===== config.mk =====
export PLATFORM = sky130hd
export DESIGN_NAME = fractional_baud_divisor_search
export DESIGN_NICKNAME = d
export VERILOG_FILES = /design/src/fbds_pkg.sv /design/src/fbds_unit.sv /design/src/fbds_seq.sv /design/src/fractional_baud_divisor_search.sv
export SDC_FILE = /design/constraint.sdc
export NUM_CORES = 1
export LEC_CHECK = 0
export BUFFER_PORTS_ARGS = -buffer_cell sky130_fd_sc_hd__buf_2
export CAP_MARGIN = 5
export CELL_PAD_IN_SITES_DETAIL_PLACEMENT = 1
export CELL_PAD_IN_SITES_GLOBAL_PLACEMENT = 2
export CORE_MARGIN = 1
export CORE_UTILIZATION = 40
export CTS_CLUSTER_DIAMETER = 50
export DETAILED_ROUTE_END_ITERATION = 7
export PLACE_DENSITY_LB_ADDON = 0.1
export SLEW_MARGIN = 20
export SYNTH_ARGS = -nofsm -noshare
export SYNTH_HDL_FRONTEND = slang
export SYNTH_SLANG_ARGS = --single-unit

===== constraint.sdc =====
create_clock -name clock -period 11 [get_ports clock]
set_input_delay 3.3 -clock clock [delete_from_list [all_inputs] [get_ports clock]]
set_output_delay 3.3 -clock clock [all_outputs]
set_load 0.02 [all_outputs]

===== src/fbds_pkg.sv =====
// Shared types, constants and ratio tables for the fractional baud divisor search.
`timescale 1ns / 1ps
`default_nettype none
package fbds_pkg;

   localparam int CLK_W             = 28;
   localparam int BAUD_W            = 23;
   localparam int DEN_W             = BAUD_W + 4;
   localparam int DV_W              = 24;
   localparam int K_W               = 10;
   localparam int DIVISOR_W         = 16;
   localparam int ROM_SIZE          = 72;
   localparam int RATIO_ENTRIES_DEF = 72;
   localparam int FRAC_BITS_DEF     = 16;
   localparam int LOW_LIMIT_MILLI   = 1100;
   localparam int HIGH_LIMIT_MILLI  = 1900;

   localparam logic [CLK_W-1:0]     CLK_RESET   = 28'd60000000;
   localparam logic [K_W-1:0]       THOUSAND    = 10'd1000;
   localparam logic [DIVISOR_W-1:0] DIVISOR_MAX = 16'hFFFF;

   localparam logic [1:0] ST_OK       = 2'd0;
   localparam logic [1:0] ST_NO_RATIO = 2'd1;
   localparam logic [1:0] ST_TOO_BIG  = 2'd2;

   typedef enum logic [2:0] {
      OP_MUL_RATIO,
      OP_MUL_DV,
      OP_MUL_K,
      OP_DIV_WIDE,
      OP_DIV_NARROW
   } fbds_op_type;

   typedef struct packed {
      logic        start;
      fbds_op_type op;
   } fbds_cmd_type;

   typedef struct packed {
      logic [1:0]           status;
      logic [DIVISOR_W-1:0] divisor;
      logic [3:0]           div_add;
      logic [3:0]           mul_val;
   } fbds_result_type;

   typedef enum logic [3:0] {
      S_IDLE,
      S_INT_DIV,
      S_K_MUL,
      S_LAUNCH,
      S_R_MUL,
      S_DV_DIV,
      S_P_MUL,
      S_RE_DIV,
      S_SCAN,
      S_DONE
   } fbds_state_type;

   // ratios 1 + add/mul in thousandths
   localparam logic [10:0] RATIO_MILLI [ROM_SIZE] = '{
      11'd1000, 11'd1067, 11'd1071, 11'd1077, 11'd1083, 11'd1091, 11'd1100, 11'd1111,
      11'd1125, 11'd1133, 11'd1143, 11'd1154, 11'd1167, 11'd1182, 11'd1200, 11'd1214,
      11'd1222, 11'd1231, 11'd1250, 11'd1267, 11'd1273, 11'd1286, 11'd1300, 11'd1308,
      11'd1333, 11'd1357, 11'd1364, 11'd1375, 11'd1385, 11'd1400, 11'd1417, 11'd1429,
      11'd1444, 11'd1455, 11'd1462, 11'd1467, 11'd1500, 11'd1533, 11'd1538, 11'd1545,
      11'd1556, 11'd1571, 11'd1583, 11'd1600, 11'd1615, 11'd1625, 11'd1636, 11'd1643,
      11'd1667, 11'd1692, 11'd1700, 11'd1714, 11'd1727, 11'd1733, 11'd1750, 11'd1769,
      11'd1778, 11'd1786, 11'd1800, 11'd1818, 11'd1833, 11'd1846, 11'd1857, 11'd1867,
      11'd1875, 11'd1889, 11'd1900, 11'd1909, 11'd1917, 11'd1923, 11'd1929, 11'd1933
   };

   localparam logic [3:0] ADD_ROM [ROM_SIZE] = '{
      4'd0,  4'd1,  4'd1,  4'd1,  4'd1,  4'd1,  4'd1,  4'd1,  4'd1,  4'd2,  4'd1,  4'd2,
      4'd1,  4'd2,  4'd1,  4'd3,  4'd2,  4'd3,  4'd1,  4'd4,  4'd3,  4'd2,  4'd3,  4'd4,
      4'd1,  4'd5,  4'd4,  4'd3,  4'd5,  4'd2,  4'd5,  4'd3,  4'd4,  4'd5,  4'd6,  4'd7,
      4'd1,  4'd8,  4'd7,  4'd6,  4'd5,  4'd4,  4'd7,  4'd3,  4'd8,  4'd5,  4'd7,  4'd9,
      4'd2,  4'd9,  4'd7,  4'd5,  4'd8,  4'd11, 4'd3,  4'd10, 4'd7,  4'd11, 4'd4,  4'd9,
      4'd5,  4'd11, 4'd6,  4'd13, 4'd7,  4'd8,  4'd9,  4'd10, 4'd11, 4'd12, 4'd13, 4'd14
   };

   localparam logic [3:0] MUL_ROM [ROM_SIZE] = '{
      4'd1,  4'd15, 4'd14, 4'd13, 4'd12, 4'd11, 4'd10, 4'd9,  4'd8,  4'd15, 4'd7,  4'd13,
      4'd6,  4'd11, 4'd5,  4'd14, 4'd9,  4'd13, 4'd4,  4'd15, 4'd11, 4'd7,  4'd10, 4'd13,
      4'd3,  4'd14, 4'd11, 4'd8,  4'd13, 4'd5,  4'd12, 4'd7,  4'd9,  4'd11, 4'd13, 4'd15,
      4'd2,  4'd15, 4'd13, 4'd11, 4'd9,  4'd7,  4'd12, 4'd5,  4'd13, 4'd8,  4'd11, 4'd14,
      4'd3,  4'd13, 4'd10, 4'd7,  4'd11, 4'd15, 4'd4,  4'd13, 4'd9,  4'd14, 4'd5,  4'd11,
      4'd6,  4'd13, 4'd7,  4'd15, 4'd8,  4'd9,  4'd10, 4'd11, 4'd12, 4'd13, 4'd14, 4'd15
   };

endpackage
`default_nettype wire


===== src/fbds_unit.sv =====
// Shared bit-serial unit: shift-add multiply and restoring divide, one bit per cycle.
`timescale 1ns / 1ps
`default_nettype none
module fbds_unit #(
   parameter int  FRAC_BITS = fbds_pkg::FRAC_BITS_DEF,
   localparam int FIX_W     = FRAC_BITS + 2,
   localparam int NUM_W     = fbds_pkg::CLK_W + FRAC_BITS,
   localparam int SW        = (FIX_W > fbds_pkg::DV_W) ? FIX_W : fbds_pkg::DV_W,
   localparam int PROD_W    = fbds_pkg::DEN_W +
                              ((FRAC_BITS + 1 > fbds_pkg::DV_W) ? FRAC_BITS + 1
                                                                : fbds_pkg::DV_W)
) (
   input  logic                         clock,
   input  logic                         reset,
   input  fbds_pkg::fbds_cmd_type       cmd,
   input  logic [NUM_W-1:0]             dividend,
   input  logic [PROD_W-1:0]            divisor,
   input  logic [fbds_pkg::DEN_W-1:0]   mcand,
   input  logic [SW-1:0]                mplr,
   output logic                         done,
   output logic [PROD_W-1:0]            acc,
   output logic [SW-1:0]                quo
);
   import fbds_pkg::*;

   localparam int QD    = DV_W;
   localparam int QR    = FIX_W;
   localparam int CNT_W = $clog2(SW + 1);
   localparam int SUM_W = PROD_W + 2;

   logic              busy_ff, busy_in;
   logic              done_ff, done_in;
   logic [CNT_W-1:0]  cnt_ff, cnt_in;
   fbds_op_type       op_ff;
   logic [PROD_W-1:0] acc_ff, acc_in;
   logic [PROD_W-1:0] b_ff;
   logic [SW-1:0]     sh_ff, sh_in;

   logic              is_div;
   logic              top_bit;
   logic [PROD_W:0]   op_a, op_b;
   logic [SUM_W-1:0]  sum;
   logic              ge;
   logic [PROD_W-1:0] load_acc, load_b;
   logic [SW-1:0]     load_sh;
   logic [CNT_W-1:0]  load_cnt;
   logic              last_step;

   // one add/sub shared by both operations
   always_comb begin
      top_bit = sh_ff[SW-1];
      is_div  = (op_ff == OP_DIV_WIDE) || (op_ff == OP_DIV_NARROW);
      op_a    = {acc_ff, is_div ? top_bit : 1'b0};
      if (is_div) begin
         op_b = ~{1'b0, b_ff};
      end else if (top_bit) begin
         op_b = {1'b0, b_ff};
      end else begin
         op_b = '0;
      end
      sum = {1'b0, op_a} + {1'b0, op_b} + SUM_W'(is_div);
      ge  = sum[SUM_W-1];
   end

   always_comb begin
      load_acc = '0;
      load_b   = PROD_W'(mcand);
      load_sh  = '0;
      load_cnt = CNT_W'(1);
      case (cmd.op)
         OP_DIV_WIDE: begin
            load_acc = PROD_W'(dividend >> QD);
            load_sh  = SW'(dividend[QD-1:0]) << (SW - QD);
            load_cnt = CNT_W'(QD);
            load_b   = divisor;
         end
         OP_DIV_NARROW: begin
            load_acc = PROD_W'(dividend >> QR);
            load_sh  = SW'(dividend[QR-1:0]) << (SW - QR);
            load_cnt = CNT_W'(QR);
            load_b   = divisor;
         end
         OP_MUL_RATIO: begin
            load_sh  = SW'(mplr[FIX_W-1:0]) << (SW - FIX_W);
            load_cnt = CNT_W'(FIX_W);
         end
         OP_MUL_DV: begin
            load_sh  = SW'(mplr[DV_W-1:0]) << (SW - DV_W);
            load_cnt = CNT_W'(DV_W);
         end
         OP_MUL_K: begin
            load_sh  = SW'(mplr[K_W-1:0]) << (SW - K_W);
            load_cnt = CNT_W'(K_W);
         end
         default: begin
            load_cnt = CNT_W'(1);
         end
      endcase
   end

   always_comb begin
      last_step = busy_ff && (cnt_ff == CNT_W'(1));
      busy_in   = busy_ff;
      cnt_in    = cnt_ff;
      acc_in    = acc_ff;
      sh_in     = sh_ff;
      done_in   = last_step;
      if (!busy_ff && cmd.start) begin
         busy_in = 1'b1;
         cnt_in  = load_cnt;
         acc_in  = load_acc;
         sh_in   = load_sh;
      end else if (busy_ff) begin
         cnt_in = cnt_ff - CNT_W'(1);
         if (last_step) begin
            busy_in = 1'b0;
         end
         if (is_div) begin
            acc_in = ge ? sum[PROD_W-1:0] : op_a[PROD_W-1:0];
            sh_in  = {sh_ff[SW-2:0], ge};
         end else begin
            acc_in = sum[PROD_W-1:0];
            sh_in  = {sh_ff[SW-2:0], 1'b0};
         end
      end
   end

   always_ff @(posedge clock) begin
      if (reset) begin
         busy_ff <= 1'b0;
         done_ff <= 1'b0;
         cnt_ff  <= '0;
      end else begin
         busy_ff <= busy_in;
         done_ff <= done_in;
         cnt_ff  <= cnt_in;
      end
   end

   always_ff @(posedge clock) begin
      acc_ff <= acc_in;
      sh_ff  <= sh_in;
      if (!busy_ff && cmd.start) begin
         op_ff <= cmd.op;
         b_ff  <= load_b;
      end
   end

   assign done = done_ff;
   assign acc  = acc_ff;
   assign quo  = sh_ff;

   a_start_idle: assert property (@(posedge clock) disable iff (reset)
      cmd.start |-> !busy_ff)
      else $error("unit started while busy");

   a_done_free: assert property (@(posedge clock) disable iff (reset)
      done_ff |-> !busy_ff)
      else $error("unit done while still busy");

endmodule
`default_nettype wire


===== src/fbds_seq.sv =====
// Sequencer: integer test, ratio table walk and nearest-ratio scan over the shared unit.
`timescale 1ns / 1ps
`default_nettype none
module fbds_seq #(
   parameter int  RATIO_ENTRIES = fbds_pkg::RATIO_ENTRIES_DEF,
   parameter int  FRAC_BITS     = fbds_pkg::FRAC_BITS_DEF,
   localparam int FIX_W         = FRAC_BITS + 2,
   localparam int NUM_W         = fbds_pkg::CLK_W + FRAC_BITS,
   localparam int SW            = (FIX_W > fbds_pkg::DV_W) ? FIX_W : fbds_pkg::DV_W,
   localparam int PROD_W        = fbds_pkg::DEN_W +
                                  ((FRAC_BITS + 1 > fbds_pkg::DV_W) ? FRAC_BITS + 1
                                                                    : fbds_pkg::DV_W)
) (
   input  logic                           clock,
   input  logic                           reset,
   input  logic                           start,
   input  logic [fbds_pkg::BAUD_W-1:0]    baud_rate,
   input  logic [fbds_pkg::CLK_W-1:0]     clk_hz,
   input  logic                           out_free,
   output logic                           idle,
   output logic                           res_valid,
   output fbds_pkg::fbds_result_type      res,
   output fbds_pkg::fbds_cmd_type         cmd,
   output logic [NUM_W-1:0]               dividend,
   output logic [PROD_W-1:0]              divisor,
   output logic [fbds_pkg::DEN_W-1:0]     mcand,
   output logic [SW-1:0]                  mplr,
   input  logic                           done,
   input  logic [PROD_W-1:0]              acc,
   input  logic [SW-1:0]                  quo
);
   import fbds_pkg::*;

   localparam int N_USE = (RATIO_ENTRIES < ROM_SIZE) ? RATIO_ENTRIES : ROM_SIZE;
   localparam int IDX_W = $clog2(N_USE);
   localparam logic [IDX_W-1:0] LAST_IDX = IDX_W'(N_USE - 1);
   localparam logic [63:0] LOW_M  = 64'(LOW_LIMIT_MILLI);
   localparam logic [63:0] HIGH_M = 64'(HIGH_LIMIT_MILLI);
   localparam logic [FIX_W-1:0] LOW_FIX  =
      FIX_W'(((LOW_M << FRAC_BITS) + 64'd500) / 64'd1000);
   localparam logic [FIX_W-1:0] HIGH_FIX =
      FIX_W'(((HIGH_M << FRAC_BITS) + 64'd500) / 64'd1000);

   logic [FIX_W-1:0] ratio_fix [N_USE];

   for (genvar g = 0; g < N_USE; g++) begin : g_fix
      localparam logic [63:0] MILLI = 64'(RATIO_MILLI[g]);
      localparam logic [FIX_W-1:0] FIX_VAL =
         FIX_W'(((MILLI << FRAC_BITS) + 64'd500) / 64'd1000);
      assign ratio_fix[g] = FIX_VAL;
   end

   fbds_state_type   state_ff, state_in;
   logic [DEN_W-1:0] den_ff, den_in;
   logic [DV_W-1:0]  ival_ff, ival_in;
   logic [DV_W-1:0]  dv_ff, dv_in;
   logic [FIX_W-1:0] real_ff, real_in;
   logic [IDX_W-1:0] idx_ff, idx_in;
   fbds_result_type  res_ff, res_in;

   logic [DEN_W-1:0] den_req;
   logic [NUM_W-1:0] num;
   logic [FIX_W-1:0] real_q;
   logic [FIX_W-1:0] lo, hi;
   logic [IDX_W-1:0] idx_inc, hi_idx, pick_idx;
   logic             last_entry, in_bracket, lower_nearer;
   fbds_result_type  fail_res, int_res, pick_res;

   always_comb begin
      den_req      = {baud_rate, 4'b0000};
      num          = NUM_W'(clk_hz) << FRAC_BITS;
      real_q       = quo[FIX_W-1:0];
      last_entry   = (idx_ff == LAST_IDX);
      idx_inc      = idx_ff + IDX_W'(1);
      hi_idx       = last_entry ? idx_ff : idx_inc;
      lo           = ratio_fix[idx_ff];
      hi           = ratio_fix[hi_idx];
      in_bracket   = (real_ff >= lo) && (real_ff <= hi);
      lower_nearer = (real_ff - lo) <= (hi - real_ff);
      pick_idx     = (last_entry || lower_nearer) ? idx_ff : idx_inc;

      fail_res = '{status: ST_NO_RATIO, divisor: '0, div_add: 4'd0, mul_val: 4'd1};

      int_res.div_add = 4'd0;
      int_res.mul_val = 4'd1;
      if (ival_ff[DV_W-1:DIVISOR_W] != '0) begin
         int_res.status  = ST_TOO_BIG;
         int_res.divisor = DIVISOR_MAX;
      end else begin
         int_res.status  = ST_OK;
         int_res.divisor = ival_ff[DIVISOR_W-1:0];
      end

      pick_res.div_add = ADD_ROM[pick_idx];
      pick_res.mul_val = MUL_ROM[pick_idx];
      if (dv_ff[DV_W-1:DIVISOR_W] != '0) begin
         pick_res.status  = ST_TOO_BIG;
         pick_res.divisor = DIVISOR_MAX;
      end else begin
         pick_res.status  = ST_OK;
         pick_res.divisor = dv_ff[DIVISOR_W-1:0];
      end
   end

   always_comb begin
      state_in  = state_ff;
      den_in    = den_ff;
      ival_in   = ival_ff;
      dv_in     = dv_ff;
      real_in   = real_ff;
      idx_in    = idx_ff;
      res_in    = res_ff;
      idle      = 1'b0;
      res_valid = 1'b0;
      cmd       = '{start: 1'b0, op: OP_MUL_K};
      dividend  = num;
      divisor   = acc;
      mcand     = den_ff;
      mplr      = quo;
      case (state_ff)
         S_IDLE: begin
            idle = 1'b1;
            if (start) begin
               den_in = den_req;
               if (baud_rate == '0) begin
                  res_in   = fail_res;
                  state_in = S_DONE;
               end else begin
                  cmd      = '{start: 1'b1, op: OP_DIV_WIDE};
                  dividend = NUM_W'(clk_hz);
                  divisor  = PROD_W'(den_req);
                  state_in = S_INT_DIV;
               end
            end
         end
         S_INT_DIV: begin
            if (done) begin
               ival_in  = quo[DV_W-1:0];
               cmd      = '{start: 1'b1, op: OP_MUL_K};
               mcand    = acc[DEN_W-1:0];
               mplr     = SW'(THOUSAND);
               state_in = S_K_MUL;
            end
         end
         S_K_MUL: begin
            // integer path when the first three decimals are zero
            if (done) begin
               if ((ival_ff != '0) && (acc < PROD_W'(den_ff))) begin
                  res_in   = int_res;
                  state_in = S_DONE;
               end else begin
                  idx_in   = '0;
                  state_in = S_LAUNCH;
               end
            end
         end
         S_LAUNCH: begin
            cmd      = '{start: 1'b1, op: OP_MUL_RATIO};
            mplr     = SW'(ratio_fix[idx_ff]);
            state_in = S_R_MUL;
         end
         S_R_MUL: begin
            if (done) begin
               cmd      = '{start: 1'b1, op: OP_DIV_WIDE};
               state_in = S_DV_DIV;
            end
         end
         S_DV_DIV: begin
            if (done) begin
               if (quo == '0) begin
                  if (last_entry) begin
                     res_in   = fail_res;
                     state_in = S_DONE;
                  end else begin
                     idx_in   = idx_inc;
                     state_in = S_LAUNCH;
                  end
               end else begin
                  dv_in    = quo[DV_W-1:0];
                  cmd      = '{start: 1'b1, op: OP_MUL_DV};
                  state_in = S_P_MUL;
               end
            end
         end
         S_P_MUL: begin
            if (done) begin
               cmd      = '{start: 1'b1, op: OP_DIV_NARROW};
               state_in = S_RE_DIV;
            end
         end
         S_RE_DIV: begin
            if (done) begin
               if ((real_q > LOW_FIX) && (real_q < HIGH_FIX)) begin
                  real_in  = real_q;
                  idx_in   = '0;
                  state_in = S_SCAN;
               end else if (last_entry) begin
                  res_in   = fail_res;
                  state_in = S_DONE;
               end else begin
                  idx_in   = idx_inc;
                  state_in = S_LAUNCH;
               end
            end
         end
         S_SCAN: begin
            if (last_entry || in_bracket) begin
               res_in   = pick_res;
               state_in = S_DONE;
            end else begin
               idx_in = idx_inc;
            end
         end
         S_DONE: begin
            res_valid = 1'b1;
            if (out_free) begin
               state_in = S_IDLE;
            end
         end
         default: begin
            state_in = S_IDLE;
         end
      endcase
   end

   always_ff @(posedge clock) begin
      if (reset) begin
         state_ff <= S_IDLE;
      end else begin
         state_ff <= state_in;
      end
   end

   always_ff @(posedge clock) begin
      den_ff  <= den_in;
      ival_ff <= ival_in;
      dv_ff   <= dv_in;
      real_ff <= real_in;
      idx_ff  <= idx_in;
      res_ff  <= res_in;
   end

   assign res = res_ff;

   a_scan_range: assert property (@(posedge clock) disable iff (reset)
      (state_ff == S_SCAN) |-> ((real_ff > LOW_FIX) && (real_ff < HIGH_FIX)))
      else $error("scan entered with ratio outside limits");

   a_res_mul: assert property (@(posedge clock) disable iff (reset)
      res_valid |-> ((res_ff.mul_val != 4'd0) && (res_ff.status != 2'd3)))
      else $error("bad result word");

endmodule
`default_nettype wire


===== src/fractional_baud_divisor_search.sv =====
// Top level: clock register, request/response handshake and output register.
//
// Usage: write the peripheral clock in hertz on csr_write_data with csr_write_enable
// (reset value 60 MHz) while the block is idle. Present a baud rate on req_baud_rate
// with req_valid; the word is taken on a clock edge where req_stall is low. One
// response word (status, divisor, div_add, mul_val) follows on the rsp_ channel.
// Only one request is in flight: req_stall stays high from acceptance until the
// result has been loaded into the output register.
// The integer test is a wide divide and a multiply by 1000 on the bit-serial unit;
// when the clock divides to an integer, its quotient is the answer. Otherwise each
// table entry walked costs four serial operations (ratio multiply, wide divide,
// multiply, narrow divide), or two when its divisor is zero; the first entry whose
// ratio lands within the limits starts the one-entry-per-cycle nearest-ratio scan.
// A zero baud rate, or a table that runs out, gives the no-ratio status.
// A new request is taken only after the previous result is in the output register.
// If rsp_stall holds the output word, the next result waits in the sequencer and
// the block accepts nothing further until the output register frees up.
// Synchronous reset clears the handshake state and restores the clock register.
`timescale 1ns / 1ps
`default_nettype none
module fractional_baud_divisor_search #(
   parameter int RATIO_ENTRIES = fbds_pkg::RATIO_ENTRIES_DEF,
   parameter int FRAC_BITS     = fbds_pkg::FRAC_BITS_DEF
) (
   input  logic                              clock,
   input  logic                              reset,
   input  logic                              csr_write_enable,
   input  logic [fbds_pkg::CLK_W-1:0]        csr_write_data,
   input  logic                              req_valid,
   output logic                              req_stall,
   input  logic [fbds_pkg::BAUD_W-1:0]       req_baud_rate,
   output logic                              rsp_valid,
   input  logic                              rsp_stall,
   output logic [1:0]                        rsp_status,
   output logic [fbds_pkg::DIVISOR_W-1:0]    rsp_divisor,
   output logic [3:0]                        rsp_div_add,
   output logic [3:0]                        rsp_mul_val
);
   import fbds_pkg::*;

   localparam int FIX_W  = FRAC_BITS + 2;
   localparam int NUM_W  = CLK_W + FRAC_BITS;
   localparam int SW     = (FIX_W > DV_W) ? FIX_W : DV_W;
   localparam int PROD_W = DEN_W + ((FRAC_BITS + 1 > DV_W) ? FRAC_BITS + 1 : DV_W);

   logic [CLK_W-1:0] clk_hz_ff, clk_hz_in;
   logic             rsp_valid_ff, rsp_valid_in;
   fbds_result_type  rsp_ff, rsp_in;

   logic              seq_idle, res_valid, out_free, start;
   fbds_result_type   res;
   fbds_cmd_type      cmd;
   logic [NUM_W-1:0]  dividend;
   logic [PROD_W-1:0] divisor, acc;
   logic [DEN_W-1:0]  mcand;
   logic [SW-1:0]     mplr, quo;
   logic              done;

   assign out_free  = !rsp_valid_ff || !rsp_stall;
   assign req_stall = !seq_idle;
   assign start     = req_valid && seq_idle;

   always_comb begin
      clk_hz_in    = csr_write_enable ? csr_write_data : clk_hz_ff;
      rsp_valid_in = rsp_valid_ff;
      rsp_in       = rsp_ff;
      if (res_valid && out_free) begin
         rsp_valid_in = 1'b1;
         rsp_in       = res;
      end else if (rsp_valid_ff && !rsp_stall) begin
         rsp_valid_in = 1'b0;
      end
   end

   always_ff @(posedge clock) begin
      if (reset) begin
         clk_hz_ff    <= CLK_RESET;
         rsp_valid_ff <= 1'b0;
      end else begin
         clk_hz_ff    <= clk_hz_in;
         rsp_valid_ff <= rsp_valid_in;
      end
   end

   always_ff @(posedge clock) begin
      rsp_ff <= rsp_in;
   end

   fbds_seq #(
      .RATIO_ENTRIES (RATIO_ENTRIES),
      .FRAC_BITS     (FRAC_BITS)
   ) u_seq (
      .clock     (clock),
      .reset     (reset),
      .start     (start),
      .baud_rate (req_baud_rate),
      .clk_hz    (clk_hz_ff),
      .out_free  (out_free),
      .idle      (seq_idle),
      .res_valid (res_valid),
      .res       (res),
      .cmd       (cmd),
      .dividend  (dividend),
      .divisor   (divisor),
      .mcand     (mcand),
      .mplr      (mplr),
      .done      (done),
      .acc       (acc),
      .quo       (quo)
   );

   fbds_unit #(
      .FRAC_BITS (FRAC_BITS)
   ) u_unit (
      .clock    (clock),
      .reset    (reset),
      .cmd      (cmd),
      .dividend (dividend),
      .divisor  (divisor),
      .mcand    (mcand),
      .mplr     (mplr),
      .done     (done),
      .acc      (acc),
      .quo      (quo)
   );

   assign rsp_valid   = rsp_valid_ff;
   assign rsp_status  = rsp_ff.status;
   assign rsp_divisor = rsp_ff.divisor;
   assign rsp_div_add = rsp_ff.div_add;
   assign rsp_mul_val = rsp_ff.mul_val;

endmodule
`default_nettype wire

==> impl_metrics.csv, run 1 <==
group,metric,value,unit
finish,final_cell_mix,"nand2_1 (279), edfxtp_1 (277), a21oi_1 (231)",
global_routing,overflow,0,
global_routing,gr-usage-met2,0.505,
placed_design,place.gp.congestion,0.924,
clock_tree,clkSlewWorstSetupHoldPaths,0.06,ns
sta,worstMarginPinSlew,1.07,ns
synth,syn-instance-count,2668,
synth,yosys.area_share.xor_xnor,0.0343,
synth,synth_seq_area_share,0.385,
setup_path,start_kind,"register",
clock_tree,cts_root_buf,"clkbuf_16",
synth,syn_nets,2880,
synth,synth_edf_count,277,
clock_tree,ctsLongestPathBuffers,3,
floorplan,die_area,60200,um^2
drt,vias,21400,
clock_tree,cts_resized,0,
synth,synthMuxAreaShare,0.0360,
clock_tree,cts_setup_buffers,0,
setup_path,cp-end-kind,"register",
sta,fmax,97.7,MHz
finish,final_common_cell,"nand2_1",
synth,syn_area,23700,um^2
drt,drc_errors,0,
setup_path,cpMaxStageDelayCell,"xnor2_1",
floorplan,ios,84,
global_routing,grt_first_pass_wirelength,133,mm
synth,yosysTopAreaCellShare,0.351,
power_and_ir_drop,power.leakage,10.4,nW
clock_tree,htree_levels,2,
power_and_ir_drop,powerDensity,263,nW/um^2
sta,tns,0,ns
drt,postRouteAntennaNets,0,
sta,setup-violations-final,0,
finish,num-nets-final,2884,
floorplan,fp.coreArea,58100,um^2
synth,synth_cell_type_count,96,
sta,fin_crit_sh,0.931,
setup_path,criticalPathCategory,"reg2reg",
sta,slew_viol_final,0,
setup_path,required,11.36,ns
placed_design,post-dp-hpwl,62.1,mm
sta,fin_skew,0.0353,ns
floorplan,die_y,245,um
finish,layout-drive-gt1-share,0.111,
finish,antennaDiodeCount,0,
setup_path,cp_slowest_stage_delay,0.60,ns
flow_run,drv_cap,0,
floorplan,start_util,0.407,
drt,drt-total-wl,86.5,mm
synth,ys_warn_count,0,
synth,ys.flop_type,"edfxtp_1",
drt,drt_iter0_drc,1360,
synth,synth_top_family_by_area,"compound AO/OA/AOI/OAI gates",
placed_design,io_buffers,83,
clock_tree,holdBufCountCts,0,
drt,drt_first_pass_iters,8,
global_routing,antenna_found_initial,4,
floorplan,rows,88,
synth,synth_compound_area_frac,0.253,
sta,rsz0062_at_grt,"false",
clock_tree,cts_buffers,50,
clock_tree,clkLatencyLatePin,0.62,ns
synth,async_reset_ff_frac,0,
global_routing,met3_usage,0.0326,
synth,avgSynthCellArea,8.88,um^2
setup_path,cp_data_arrival_time,10.59,ns
synth,synth-simple-area-share,0.158,
global_routing,grt_pass1_vias,22100,
synth,synth-seq-cells,317,
global_routing,grtUsageTotal,0.286,
hold_path,min_path_type,"reg2reg",
global_routing,grt_max_degree,81,
drt,wire_per_inst,24.9,um
global_routing,busiest_layer,"met2",
synth,synthTopCellsByArea,"edfxtp_1 (35%), ha_1 (8.0%), a21oi_1 (4.9%)",
floorplan,dieWidth,245,um
power_and_ir_drop,ir_worst_vdd,197,uV
clock_tree,cts_tree,"built",
sta,hold_violations,0,
run_status,status,"completed",
sta,slew_headroom,0.282,
power_and_ir_drop,power,6.98,mW
finish,syn_to_final_growth,12.0,%
global_routing,gr-usage-met1,0.352,
synth,synthAdderAreaFrac,0.0837,
clock_tree,cts_sinks,317,
synth,post-synth-top-area-cell,"edfxtp_1",
setup_path,worstPathMaxFanout,16,
sta,min_period,10.24,ns
drt,via_per_inst,6.16,
-- cells by family (layout without fill, tap and decap cells) --
group / after synthesis / in the layout
XOR/XNOR: 92 / 92
adder cells (fa/ha/maj): 156 / 156
AND/OR/NAND/NOR: 809 / 809
buffers and inverters: 292 / 337
multiplexers: 80 / 80
flip-flops: 317 / 317
AO/OA/AOI/OAI: 922 / 922
-- worst paths after layout --
| check | from | end | slack (ns) | cells after the start |
|---|---|---|---|---|
| worst max-delay path | u_seq.idx_ff[1] | u_seq.res[1] | 0.76 | 36 |
| worst min-delay path | u_seq.res[23] | rsp_divisor[15] | 0.42 | 0 |
| worst max register to register | u_seq.idx_ff[1] | u_seq.res[1] | 0.76 | 36 |
| worst min register to register | u_seq.res[23] | rsp_divisor[15] | 0.42 | 0 |
-- worst max-delay path: cells and delay by family, from the launching register on --
family          cells  cell delay, ns
xor+xnor            2            0.79
compound gates     21            4.60
flops               1            0.53
simple gates        5            1.46
fa+ha+maj           4            1.59
buf+inv             4            1.01
-- through the flow --
step | worst slack [ns] | std cells | instance area (um^2) | hold WS [ns] | util
2_1_floorplan | 2.63 | 2668 | 23700 | 0.400 | -
3_3_place_gp | 1.23 | 3385 | 24800 | 0.404 | 0.426
3_5_place_dp | 0.961 | 3385 | 24800 | 0.406 | 0.426
4_1_cts | 0.929 | 3478 | 26500 | 0.420 | 0.456
5_1_grt | 0.192 | 3478 | 26500 | 0.429 | 0.456
6_report | 0.763 | 3478 | 26500 | 0.418 | 0.456
-- layer usage --
layer / part of all wire / routed length (um)
met1: 0.42 / 36000
met2: 0.50 / 43500
met3: 0.041 / 3520
met4: 0.039 / 3390
met5: 0.00066 / 57
-- where the power goes --
group          switching [mW]  total [mW]  internal (mW)  leakage, nW
sequential              0.344        2.15           1.81         2.97
clock                   0.655        1.63          0.979        0.841
combinational            1.96        3.19           1.24         6.60
total                    2.96        6.98           4.02         10.4
-- cells in the mapped netlist (11+ instances only) --
master     instances
a2111oi_0         15
a211o_1           15
a211oi_1          23
a21o_1            55
a21oi_1          232
a221o_1           21
a221oi_1          29
a31oi_1           61
and2_1            41
and3_1            12
buf_1             23
buf_2             17
clkbuf_1         137
dfxtp_1           40
edfxtp_1         277
ha_1             152
inv_1            100
mux2_2            11
mux2i_1           65
nand2_1          279
nand2b_1          20
nand3_1           69
nand4_1           30
nor2_1           220
nor2b_1           31
nor3_1            37
nor4_1            29
o211ai_1          48
o21a_1            23
o21ai_0          201
o21ai_1           25
o22ai_1           44
o311ai_0          13
o31ai_1           19
or3_1             11
xnor2_1           61
xor2_1            30
-- layout make-up --
cell class | instances | area [um^2]
fill | 6691 | 31600
clock inverter | 36 | 395
sequential | 317 | 9120
tap | 765 | 957
clock buffer | 57 | 1350
multi-input combinational | 2059 | 13500
inverter | 104 | 394
timing repair buffer | 140 | 843
-- flip-flops by register name (all words and copies together) (netlist names), 7 cells and up --
| name | cells |
|---|---|
| clk_hz_ff | 28 |
| rsp_divisor | 16 |
| u_seq.den_ff | 23 |
| u_seq.dv_ff | 24 |
| u_seq.idx_ff | 7 |
| u_seq.ival_ff | 24 |
| u_seq.real_ff | 18 |
| u_seq.res | 26 |
| u_unit.acc | 51 |
| u_unit.b_ff | 51 |
| u_unit.quo | 24 |
Note: power is estimated with default switching activity, not from simulation.
==> run 2: changes to the inputs <==
- CORE_UTILIZATION: 40 -> 41
- CTS_BUF_LIST: default -> sky130_fd_sc_hd__clkbuf_4 sky130_fd_sc_hd__clkbuf_8
- GPL_ROUTABILITY_DRIVEN: default -> 0
==> impl_metrics.csv, run 2 (same netlist as run 1, synthesis figures left out) <==
group,metric,value,unit
global_routing,grtUsageTotal,0.284,
setup_path,start_kind,"register",
clock_tree,cts_buffers,60,
finish,antennaDiodeCount,0,
sta,tns,0,ns
global_routing,grt_pass1_vias,22300,
sta,setup-violations-final,0,
sta,min_period,10.12,ns
drt,drc_errors,0,
floorplan,fp.coreArea,56700,um^2
sta,rsz0062_at_grt,"false",
setup_path,cp-end-kind,"register",
clock_tree,ctsLongestPathBuffers,3,
setup_path,cp_data_arrival_time,10.54,ns
global_routing,antenna_found_initial,0,
drt,drt_first_pass_iters,6,
sta,slew_viol_final,0,
setup_path,cpMaxStageDelayCell,"edfxtp_1",
drt,postRouteAntennaNets,0,
finish,syn_to_final_growth,9.92,%
clock_tree,cts_root_buf,"clkbuf_8",
clock_tree,cts_sinks,317,
global_routing,grt_first_pass_wirelength,131,mm
floorplan,dieWidth,242,um
global_routing,overflow,0,
clock_tree,cts_tree,"built",
setup_path,cp_slowest_stage_delay,0.74,ns
placed_design,io_buffers,83,
floorplan,die_area,58700,um^2
sta,fmax,98.8,MHz
clock_tree,holdBufCountCts,0,
sta,worstMarginPinSlew,1.08,ns
hold_path,min_path_type,"reg2reg",
setup_path,required,11.42,ns
finish,layout-drive-gt1-share,0.113,
drt,wire_per_inst,24.4,um
floorplan,start_util,0.418,
sta,fin_skew,0.0296,ns
clock_tree,cts_resized,0,
drt,drt-total-wl,84.8,mm
power_and_ir_drop,power.leakage,10.2,nW
finish,final_common_cell,"nand2_1",
floorplan,rows,87,
clock_tree,clkLatencyLatePin,0.68,ns
setup_path,worstPathMaxFanout,17,
floorplan,ios,84,
power_and_ir_drop,ir_worst_vdd,170,uV
finish,num-nets-final,2892,
global_routing,grt_max_degree,82,
sta,hold_violations,0,
drt,vias,21600,
placed_design,post-dp-hpwl,60.8,mm
sta,fin_crit_sh,0.920,
power_and_ir_drop,powerDensity,253,nW/um^2
setup_path,crit_path_frequent_cell,"ha_1",
finish,final_cell_mix,"nand2_1 (279), edfxtp_1 (277), a21oi_1 (231)",
clock_tree,htree_levels,2,
setup_path,criticalPathCategory,"reg2reg",
sta,slew_headroom,0.277,
drt,via_per_inst,6.21,
clock_tree,cts_setup_buffers,0,
sta,timing.hold.ws,0.416,ns
run_status,status,"completed",
clock_tree,clkSlewWorstSetupHoldPaths,0.06,ns
drt,drt_iter0_drc,1738,
flow_run,drv_cap,0,
floorplan,die_y,242,um
[run 2: per-stage QoR]
stage	setup WS, ns	utilization	cell area, um^2	cells	power, mW
after floorplan	2.63	-	23700	2668	4.45
after global placement	1.47	0.436	24700	3373	5.24
after detailed placement	1.14	0.436	24700	3373	5.34
after CTS	1.08	0.459	26000	3482	6.61
after global routing	0.163	0.459	26000	3483	7.05
final	0.880	0.459	26000	3483	6.59
[run 2: worst paths after layout]
path	startpoint	end	slack [ns]	cells after the start
setup / recovery	u_seq.idx_ff[1]	u_seq.res[1]	0.88	37
hold reg to reg	u_seq.res[25]	rsp_status[1]	0.42	0
hold / removal	u_seq.res[25]	rsp_status[1]	0.42	0
setup reg to reg	u_seq.idx_ff[1]	u_seq.res[1]	0.88	37
[run 2: layer usage]
metal | up-vias | GRT usage | routed length [um]
met5 | - | 0 | 0
met4 | 0 | 0.114 | 3230
met3 | 173 | 0.0277 | 3550
met2 | 614 | 0.502 | 42100
met1 | 10800 | 0.352 | 36000
li1 | 10100 | - | -
[run 2: layout make-up]
cell class / instances / area, um^2
fill: 6597 / 30700
clock buffer: 78 / 967
inverter: 104 / 394
multi-input combinational: 2059 / 13500
tap: 756 / 946
timing repair buffer: 138 / 848
clock inverter: 31 / 300
sequential: 317 / 9120
[run 2: worst max-delay path: cells and delay by family, from the launching register on]
| family | cells | cell delay [ns] |
|---|---|---|
| AOI/OAI and AO/OA | 21 | 4.37 |
| adders and majority gates | 5 | 1.99 |
| and+or+nand+nor | 6 | 1.21 |
| xor gates and xnor gates | 2 | 0.81 |
| DFF | 1 | 0.74 |
| buffers and inverters | 3 | 0.74 |
[run 2: power breakdown]
| group | leakage (nW) | switching [mW] | internal, mW |
|---|---|---|---|
| clock network | 0.660 | 0.549 | 0.697 |
| registers | 2.97 | 0.351 | 1.81 |
| logic | 6.60 | 1.96 | 1.23 |
